===== src/rtl/core/zvp_pkg.sv =====
// ============================================================================
// zvp_pkg
// Shared widths, codes and controller/datapath interface types for the
// edge-push pan viewport core.
// ============================================================================
package zvp_pkg;

    // Field widths.
    localparam int OPW   = 2;    // operation code
    localparam int MONW  = 4;    // monitor field
    localparam int PW    = 24;   // pointer, signed Q16.8
    localparam int CW    = 16;   // rectangle origin, whole pixels
    localparam int SZW   = 15;   // rectangle size, whole pixels
    localparam int ZW    = 16;   // zoom, Q8.8
    localparam int EW    = 2;    // entry edge code
    localparam int VW    = 23;   // view origin, Q15.8
    localparam int FRW   = 16;   // band fraction, Q0.16
    localparam int BW    = 23;   // band width, Q15.8

    // Internal arithmetic widths.
    localparam int DFW   = 26;           // pointer minus origin minus source
    localparam int PRW   = DFW + ZW + 1; // that difference times zoom
    localparam int SCW   = 34;           // screen position
    localparam int TW    = 36;           // signed working width

    // Iterative divider.
    localparam int DNW      = 44;            // dividend and quotient width
    localparam int DIV_BPC  = 4;             // quotient bits per cycle
    localparam int DIV_ITER = DNW / DIV_BPC;
    localparam int DIV_CW   = $clog2(DIV_ITER);

    // Configuration port.
    localparam int CFG_IW = 2;
    localparam int CFG_DW = 23;

    localparam logic [CFG_IW-1:0] CFG_PUSH_ENABLE  = 2'd0;
    localparam logic [CFG_IW-1:0] CFG_BAND_FRACTION = 2'd1;
    localparam logic [CFG_IW-1:0] CFG_BAND_MIN     = 2'd2;
    localparam logic [CFG_IW-1:0] CFG_BAND_MAX     = 2'd3;

    localparam logic [FRW-1:0] RST_BAND_FRACTION = 16'd7864;
    localparam logic [BW-1:0]  RST_BAND_MIN      = 23'd20480;
    localparam logic [BW-1:0]  RST_BAND_MAX      = 23'd76800;

    // Operations.
    localparam logic [OPW-1:0] OP_SET_RECT  = 2'd0;
    localparam logic [OPW-1:0] OP_SET_ZOOM  = 2'd1;
    localparam logic [OPW-1:0] OP_PUSH      = 2'd2;
    localparam logic [OPW-1:0] OP_PLACE     = 2'd3;

    localparam logic [ZW-1:0] ZOOM_ONE = 16'd256;

    // Datapath commands, one per cycle.
    typedef enum logic [3:0] {
        C_NONE, C_LOAD, C_RECT, C_MUL, C_SCREEN, C_ZDIV, C_ZSRC, C_MDIV,
        C_MAXO, C_PDIV, C_PSRC, C_FIN, C_ZOOM, C_LDIV, C_PLACE, C_OUT
    } t_cmd_code;

    typedef struct packed {
        t_cmd_code code;
        logic      axis;    // 0 works on x, 1 on y
    } t_cmd;

    typedef struct packed {
        logic [OPW-1:0] op;
        logic           push_go;    // panning enabled and view magnified
        logic           push_need;  // pointer sits inside an edge band
        logic           edge_far;   // right or bottom entry edge
        logic           div_done;
    } t_stat;

endpackage


===== src/rtl/core/zvp_ctrl.sv =====
// ============================================================================
// zvp_ctrl
// Sequencer: walks each operation through the datapath one axis at a time
// and owns both handshakes.
// ============================================================================
module zvp_ctrl (
    input  logic           i_clk,
    input  logic           i_rst_n,
    input  logic           i_in_valid,
    output logic           o_in_stall,
    output logic           o_out_valid,
    input  logic           i_out_stall,
    output zvp_pkg::t_cmd  o_cmd,
    input  zvp_pkg::t_stat i_stat
);
    import zvp_pkg::*;

    typedef enum logic [19:0] {
        S_IDLE   = 20'h00001,
        S_DISP   = 20'h00002,
        S_RECT   = 20'h00004,
        S_MUL    = 20'h00008,
        S_SCREEN = 20'h00010,
        S_ZDIV   = 20'h00020,
        S_ZWAIT  = 20'h00040,
        S_ZSRC   = 20'h00080,
        S_MDIV   = 20'h00100,
        S_MWAIT  = 20'h00200,
        S_MAXO   = 20'h00400,
        S_PDIV   = 20'h00800,
        S_PWAIT  = 20'h01000,
        S_PSRC   = 20'h02000,
        S_FIN    = 20'h04000,
        S_ZOOM   = 20'h08000,
        S_LDIV   = 20'h10000,
        S_LWAIT  = 20'h20000,
        S_PLACE  = 20'h40000,
        S_OUT    = 20'h80000
    } t_state;

    t_state r_state, n_state;
    logic   r_axis, n_axis;
    logic   r_out_valid, n_out_valid;

    always_comb begin
        n_state     = r_state;
        n_axis      = r_axis;
        o_cmd.code  = C_NONE;
        o_cmd.axis  = r_axis;
        n_out_valid = r_out_valid;
        if (r_out_valid && !i_out_stall) begin
            n_out_valid = 1'b0;
        end
        unique case (r_state)
            S_IDLE: begin
                if (i_in_valid) begin
                    o_cmd.code = C_LOAD;
                    n_state    = S_DISP;
                end
            end
            S_DISP: begin
                n_axis = 1'b0;
                unique case (i_stat.op)
                    OP_SET_RECT: n_state = S_RECT;
                    OP_SET_ZOOM: n_state = S_MUL;
                    OP_PUSH:     n_state = i_stat.push_go ? S_MDIV : S_OUT;
                    OP_PLACE:    n_state = S_LDIV;
                endcase
            end
            S_RECT: begin
                o_cmd.code = C_RECT;
                n_state    = S_MDIV;
            end
            S_MUL: begin
                o_cmd.code = C_MUL;
                n_state    = S_SCREEN;
            end
            S_SCREEN: begin
                o_cmd.code = C_SCREEN;
                n_state    = (i_stat.op == OP_SET_ZOOM) ? S_ZDIV : S_PDIV;
            end
            S_ZDIV: begin
                o_cmd.code = C_ZDIV;
                n_state    = S_ZWAIT;
            end
            S_ZWAIT: begin
                if (i_stat.div_done) n_state = S_ZSRC;
            end
            S_ZSRC: begin
                o_cmd.code = C_ZSRC;
                n_state    = S_MDIV;
            end
            S_MDIV: begin
                o_cmd.code = C_MDIV;
                n_state    = S_MWAIT;
            end
            S_MWAIT: begin
                if (i_stat.div_done) n_state = S_MAXO;
            end
            S_MAXO: begin
                o_cmd.code = C_MAXO;
                n_state    = (i_stat.op == OP_PUSH) ? S_MUL : S_FIN;
            end
            S_PDIV: begin
                o_cmd.code = C_PDIV;
                n_state    = i_stat.push_need ? S_PWAIT : S_FIN;
            end
            S_PWAIT: begin
                if (i_stat.div_done) n_state = S_PSRC;
            end
            S_PSRC: begin
                o_cmd.code = C_PSRC;
                n_state    = S_FIN;
            end
            S_FIN: begin
                o_cmd.code = C_FIN;
                if (!r_axis) begin
                    n_axis  = 1'b1;
                    n_state = (i_stat.op == OP_SET_ZOOM) ? S_MUL : S_MDIV;
                end else begin
                    n_state = (i_stat.op == OP_SET_ZOOM) ? S_ZOOM : S_OUT;
                end
            end
            S_ZOOM: begin
                o_cmd.code = C_ZOOM;
                n_state    = S_OUT;
            end
            S_LDIV: begin
                o_cmd.code = C_LDIV;
                n_state    = i_stat.edge_far ? S_LWAIT : S_PLACE;
            end
            S_LWAIT: begin
                if (i_stat.div_done) n_state = S_PLACE;
            end
            S_PLACE: begin
                o_cmd.code = C_PLACE;
                n_state    = S_OUT;
            end
            S_OUT: begin
                if (!r_out_valid || !i_out_stall) begin
                    o_cmd.code  = C_OUT;
                    n_out_valid = 1'b1;
                    n_state     = S_IDLE;
                end
            end
            default: n_state = S_IDLE;
        endcase
    end

    always_ff @(posedge i_clk) begin
        if (!i_rst_n) begin
            r_state     <= S_IDLE;
            r_axis      <= 1'b0;
            r_out_valid <= 1'b0;
        end else begin
            r_state     <= n_state;
            r_axis      <= n_axis;
            r_out_valid <= n_out_valid;
        end
    end

    assign o_in_stall  = (r_state != S_IDLE);
    assign o_out_valid = r_out_valid;

endmodule


===== config.mk =====
export PLATFORM = sky130hd
export DESIGN_NAME = zvp_ctrl
export DESIGN_NICKNAME = d
export VERILOG_FILES = /design/src/rtl/core/zvp_pkg.sv /design/src/rtl/core/zvp_ctrl.sv
export SDC_FILE = /design/constraint.sdc
export NUM_CORES = 1
export LEC_CHECK = 0
export BUFFER_PORTS_ARGS = -buffer_cell sky130_fd_sc_hd__clkbuf_2
export CORE_UTILIZATION = 50
export DETAILED_ROUTE_END_ITERATION = 8
export PLACE_DENSITY = 0.7
export SETUP_SLACK_MARGIN = 0.1
export SLEW_MARGIN = 30
export SYNTH_ARGS = -nofsm -noshare
export SYNTH_HDL_FRONTEND = slang
export SYNTH_SLANG_ARGS = --single-unit
export TNS_END_PERCENT = 5

===== constraint.sdc =====
create_clock -name i_clk -period 3.1 [get_ports i_clk]
set_input_delay 0.31 -clock i_clk [delete_from_list [all_inputs] [get_ports i_clk]]
set_output_delay 0.31 -clock i_clk [all_outputs]
set_load 0.005 [all_outputs]

==> results of run 1 <==
## per-layer routing
metal	vias up	routed length [um]	track usage (%)	part of all wire, %
li1	656	-	-	-
met1	609	1740	39.1	46
met2	52	1750	41.0	47
met3	2	242	3.61	6.4
met4	0	17	7.26	0.45
met5	-	0	0	0
## synthesized netlist by cell type (2+ instances only)
| library cell | instances |
|---|---|
| nand4_1 | 4 |
| a21oi_1 | 3 |
| and3_1 | 6 |
| a21boi_1 | 4 |
| nand4b_1 | 2 |
| or4_4 | 2 |
| nor4_1 | 10 |
| nor2b_1 | 4 |
| nor3_1 | 8 |
| a31oi_1 | 2 |
| nor2_1 | 11 |
| and4b_1 | 2 |
| nand3_1 | 9 |
| and4_1 | 3 |
| inv_1 | 4 |
| clkbuf_1 | 3 |
| nand2b_1 | 12 |
| o21ai_1 | 3 |
| dfxtp_1 | 22 |
| nor4_2 | 3 |
| nor4_4 | 3 |
| o21a_1 | 3 |
| nand2_1 | 12 |
| xor2_1 | 2 |
| or4_1 | 7 |
## cells in the final DEF, fill, tap and decap left out, types with 2 or more instances in the layout
master,Yosys,layout
a21oi_1,3,3
clkbuf_2,0,16
nand4_1,4,4
nand4b_1,2,2
clkbuf_4,0,3
nor2_1,11,11
and3_1,6,6
o21ai_1,3,3
and4b_1,2,2
nor4_1,10,9
dfxtp_1,22,22
nor3_1,8,8
nor2b_1,4,4
a21boi_1,4,4
nor4_2,3,4
nand2b_1,12,12
nand3_1,9,9
xor2_1,2,2
nor4_4,3,3
nand2_1,12,12
or4_4,2,2
a31oi_1,2,2
or4_1,7,7
inv_1,4,4
o21a_1,3,3
and4_1,3,3
## flip-flops by register name, summed over array words and instances (netlist names)
| register | flops |
|---|---|
| o_out_valid | 1 |
| r_axis | 1 |
| r_state | 20 |
## final cells by class
class | instances | share of cell area (%)
multi-input cells | 132 | 59.3
flip-flops and latches | 22 | 28.6
repair buffers | 16 | 5.20
well taps | 30 | 2.44
clock inverters | 1 | 1.95
clock buffers | 3 | 1.46
inverters | 4 | 0.976
## logic make-up after synthesis
family | share of synthesized area, %
AO/OA/AOI/OAI | 14.1
AND/OR/NAND/NOR | 49.5
flip-flops | 31.8
XOR/XNOR | 1.90
buffers and inverters | 2.80
## where the power goes
group	switching [mW]	total (mW)	internal [mW]
clock network	0.0992	0.230	0.131
logic	0.109	0.181	0.0727
registers	0.0226	0.315	0.292
total	0.231	0.726	0.496
## final timing paths
kind / start / endpoint / slack, ns / cells after the start
worst max-delay path: r_state[4]$_SDFFE_PN0P_ / o_cmd[4] / 0.24 / 6
worst min-delay path: i_stat[5] / r_state[15]$_SDFFE_PN0P_ / 0.19 / 2
worst max register to register: r_state[4]$_SDFFE_PN0P_ / r_state[18]$_SDFFE_PN0P_ / 0.61 / 6
worst min register to register: r_axis$_SDFFE_PN0P_ / r_state[15]$_SDFFE_PN0P_ / 0.49 / 2
## through the flow
| step | instances | power, mW | hold slack (ns) | util, % | worst slack (ns) |
|---|---|---|---|---|---|
| finish | 208 | 0.726 | 0.194 | 60.5 | 0.239 |
| global route | 208 | 0.757 | 0.189 | 60.5 | 0.0881 |
| CTS | 208 | 0.724 | 0.185 | 60.2 | 0.154 |
| detailed placement | 204 | 0.498 | 0.473 | 58.2 | 0.544 |
| global placement | 204 | 0.495 | 0.462 | 58.2 | 0.562 |
| floorplan | 163 | 0.448 | 0.386 | - | 0.978 |
==> results.cfg, run 1 <==
[outcome]
outcome = finished, final reports clean

[sta]
setup_violations = 0
hold_viol = 0
clock_skew_ns = 0.00685
slew_headroom_pct = 42.2
maxSlewViolCount = 0
worstMarginPinSlew_ns = 0.860
post-route-period-util_pct = 92.3
rsz0062_at_grt = true
tns_ns = 0
fmax_ghz = 0.350
period_needed_ns = 2.86

[clocking]
path_clk_slew_ns = 0.14
post_cts_buffers = 0
htreeDepth = 1
cts-root-buf = clkbuf_4
cts.sinks = 22
cts_made_buffers = 3
cts-hold-fix-buffers = 0
cts_tree = built
ctsResizeCount = 0
clockBufferDepth = 2
clk_latency_ns = 0.32

[worst_setup_path]
end_kind = primary output
cp_cell_sequence = nor4_4 -> nand4_2 -> nor4_1 -> a31oi_1 -> nand3_1 -> clkbuf_2
critPathKind = flip-flop to primary output
path_buf_inv = 1
cpLargestDelayFamily = simple AND/OR/NAND/NOR gates
crit_arrival_ns = 2.55
worstPathMaxFanout = 7
crit_slowest_cell = nor4_1
crit_path_max_incr_delay_ns = 0.57
crit_required_ns = 2.79
critPathLaunchType = flip-flop

[power]
peakVddDrop_v = 0.000285
p_per_area_nw_per_um2 = 472
leakagePower_nw = 0.616

[floorplan]
rows = 18
start_util_pct = 54.5
core_um2 = 2540
die-height_um = 54.7
die_area_um2 = 2990
pin_count = 17
die_x_um = 54.7

[place]
portBuffers = 16
dpl-instance-area_um2 = 1480
dp_hpwl_um = 2910
routabilityCongestion = 0.874

[synthesis]
ys_seq_elements = 22
syn_area_um2 = 1390
synth_ff_type = dfxtp_1
synth-warning-count = 0
synth_edf_count = 0
postSynth.asyncResetShare_pct = 0
syn_inst = 163
synth_nets = 173
synth.distinct_cells = 44
syn_area_per_cell_um2 = 8.51
yosysTopAreaCell = dfxtp_1
synth-seq-area-share_pct = 31.8
synthTopCellsByArea = dfxtp_1 (32%), nand2b_1 (5.4%), nor4_4 (4.6%)
netlist.area_leader.share_pct = 31.8

[layout]
synthToLayoutAreaGrowth_pct = 11.0
seq_area_um2 = 440
multi_input_area_um2 = 913
num-nets-final = 189
fill_cells = 220
finalInstanceArea_um2 = 1540
antennaDiodeCount = 0
drive_above_1_share_pct = 18.5

[global_route]
grt_pass1_vias = 1126
grt_first_pass_wirelength_um = 5550
grt_max_degree = 21
antenna_found_initial = 0
overflow = 0
grtUsageTotal_pct = 27.0

[hold_path]
min_path_type = input port to flip-flop

[detailed_routing]
routed_wl_um = 3760
drtIter0Drc = 48
viasPerCell = 6.34
wl_per_cell_um = 18.1
ant_nets = 0
drcViolationCount = 0
dr.pass1.iters = 4
num_vias = 1319

[job]
cap_violations = 0
Power figures use the tool's default switching activity.
==> run 2: changes to the inputs <==
--- a/config.mk
+++ b/config.mk
@@ -5,11 +5,12 @@
 export SDC_FILE = /design/constraint.sdc
 export NUM_CORES = 1
 export LEC_CHECK = 0
-export BUFFER_PORTS_ARGS = -buffer_cell sky130_fd_sc_hd__clkbuf_2
 export CORE_UTILIZATION = 50
+export CTS_BUF_LIST = sky130_fd_sc_hd__clkbuf_8 sky130_fd_sc_hd__clkbuf_16
 export DETAILED_ROUTE_END_ITERATION = 8
-export PLACE_DENSITY = 0.7
+export DONT_BUFFER_PORTS = 1
 export SETUP_SLACK_MARGIN = 0.1
+export SKIP_CTS_REPAIR_TIMING = 1
 export SLEW_MARGIN = 30
 export SYNTH_ARGS = -nofsm -noshare
 export SYNTH_HDL_FRONTEND = slang
==> run 2 against run 1 <==
Sequential cell count stayed put; register-to-register slack hardly changed; sequential power hardly changed; die area stayed put; maximum frequency is 11% higher; count of clock-buffer cells in the layout stayed put; clock power is 18% higher; combinational power is 12% lower; largest cell class unchanged; largest power group unchanged.
==> results.cfg, run 2 (synthesis results as in run 1) <==
[floorplan]
die-height_um = 54.7
die_x_um = 54.7
core_um2 = 2540
pin_count = 17
die_area_um2 = 2990
start_util_pct = 54.5
rows = 18

[place]
routabilityCongestion = 0.918
dp_hpwl_um = 2730
portBuffers = 0

[global_route]
antenna_found_initial = 0
grt_max_degree = 21
overflow = 0
grt_first_pass_wirelength_um = 5490
grt_pass1_vias = 1118
grtUsageTotal_pct = 26.5

[layout]
layout_common_cells = dfxtp_1 (22), nand2b_1 (12), nand2_1 (12), nor2_1 (11), nor4_1 (10)
drive_above_1_share_pct = 11.0
synthToLayoutAreaGrowth_pct = 7.22
final_common_cell = dfxtp_1
num-nets-final = 175
largest_reg_flops = 20
antennaDiodeCount = 0
regMostFlops = r_state

[worst_setup_path]
crit_arrival_ns = 2.27
r2r-end = r_state[18]$_SDFFE_PN0P_
crit_end = o_cmd[3]
reg2reg_depth = 6
end_kind = primary output
crit_slowest_cell = o31ai_1
cp_cell_sequence = nor4_2 -> nand4_2 -> o31ai_1 -> nor4_1 -> nand3_1
cpLargestDelayFamily = simple AND/OR/NAND/NOR gates
rr_startpoint = r_state[8]$_SDFFE_PN0P_
crit_path_max_incr_delay_ns = 0.58
critPathKind = flip-flop to primary output
crit_required_ns = 2.79
worstPathMaxFanout = 7
reg2reg_slack_ns = 0.61
crit_path_start = r_state[8]$_SDFFE_PN0P_
cp_num_cells = 5
path_buf_inv = 0
critPathLaunchType = flip-flop

[sta]
rsz0062_at_grt = false
hold_slack_ns = 0.113
slew_headroom_pct = 55.3
period_needed_ns = 2.58
fmax_ghz = 0.388
hold_viol = 0
post-route-period-util_pct = 83.1
maxSlewViolCount = 0
worstMarginPinSlew_ns = 0.653
tns_ns = 0
clock_skew_ns = 0.00555
setup_violations = 0

[job]
cap_violations = 0

[power]
p_per_area_nw_per_um2 = 500
p_seq_share_pct = 42.1
p_sw_mw = 0.218
p_int_mw = 0.526
swShare_pct = 29.2
p_clk_share_pct = 36.4
peakVddDrop_v = 0.000389
leakagePower_nw = 0.565
power_mw = 0.744
power.share.combinational_pct = 21.5

[detailed_routing]
ant_nets = 0
routed_wl_um = 3500
wl_per_cell_um = 18.0
viasPerCell = 6.55
dr.pass1.iters = 5
num_vias = 1270
drtIter0Drc = 63
drcViolationCount = 0

[outcome]
outcome = finished, final reports clean

[clocking]
cts_tree = built
htreeDepth = 1
cts_made_buffers = 3
clockBufferDepth = 2
path_clk_slew_ns = 0.09
cts-root-buf = clkbuf_8
cts.sinks = 22
clk_latency_ns = 0.26

[hold_path]
min_delay_path_depth = 1
min_path_type = input port to flip-flop
[run 2: area by class of cell]
class,instances,area [um2]
repair buffers,2,15.0
inverters,4,15.0
flip-flops and latches,22,440
clock buffers,3,41.3
clock inverters,1,30.0
well taps,30,37.5
multi-input cells,132,907
fillers,236,1060
[run 2: metrics by stage]
| stage | utilization [%] | area, um2 | std cells | worst slack, ns |
|---|---|---|---|---|
| finish | 58.4 | 1490 | 194 | 0.524 |
| global route | 58.4 | 1490 | 194 | 0.312 |
| CTS | 58.4 | 1490 | 194 | 0.583 |
| detailed placement | 55.6 | 1420 | 190 | 0.690 |
| global placement | 55.6 | 1420 | 190 | 0.703 |
| floorplan | - | 1390 | 163 | 0.978 |
[run 2: worst min-delay path by stage]
| stage | start | to |
|---|---|---|
| after floorplan | i_stat[4] | r_state[2]$_SDFFE_PN0P_ |
| after global placement | i_stat[4] | r_state[2]$_SDFFE_PN0P_ |
| after detailed placement | i_stat[4] | r_state[2]$_SDFFE_PN0P_ |
| after CTS | i_stat[5] | r_state[15]$_SDFFE_PN0P_ |
| after global routing | i_stat[4] | r_state[2]$_SDFFE_PN0P_ |
| final | i_stat[4] | r_state[2]$_SDFFE_PN0P_ |
[run 2: metal layers]
metal | track usage [%] | up-vias | routed length (um)
met3 | 4.44 | 4 | 251
li1 | - | 629 | -
met5 | 0 | - | 0
met1 | 36.4 | 584 | 1600
met2 | 42.4 | 53 | 1590
met4 | 6.84 | 0 | 50
[run 2: power by group through the flow]
stage | clock [mW] | sequential, mW | combinational, mW
2_1_floorplan | 0 | 0.309 | 0.139
3_3_place_gp | 0 | 0.319 | 0.157
3_5_place_dp | 0 | 0.320 | 0.158
4_1_cts | 0.276 | 0.313 | 0.158
5_1_grt | 0.286 | 0.317 | 0.177
6_report | 0.271 | 0.313 | 0.160
[run 2: worst reg2reg max path, cell delays in order, from the launching register on]
cell and delay (ns):
dfxtp_1 0.38, nor4_2 0.51, nand4_1 0.27, or4_1 0.63
a41oi_4 0.28, nor2_2 0.11, and4_1 0.20
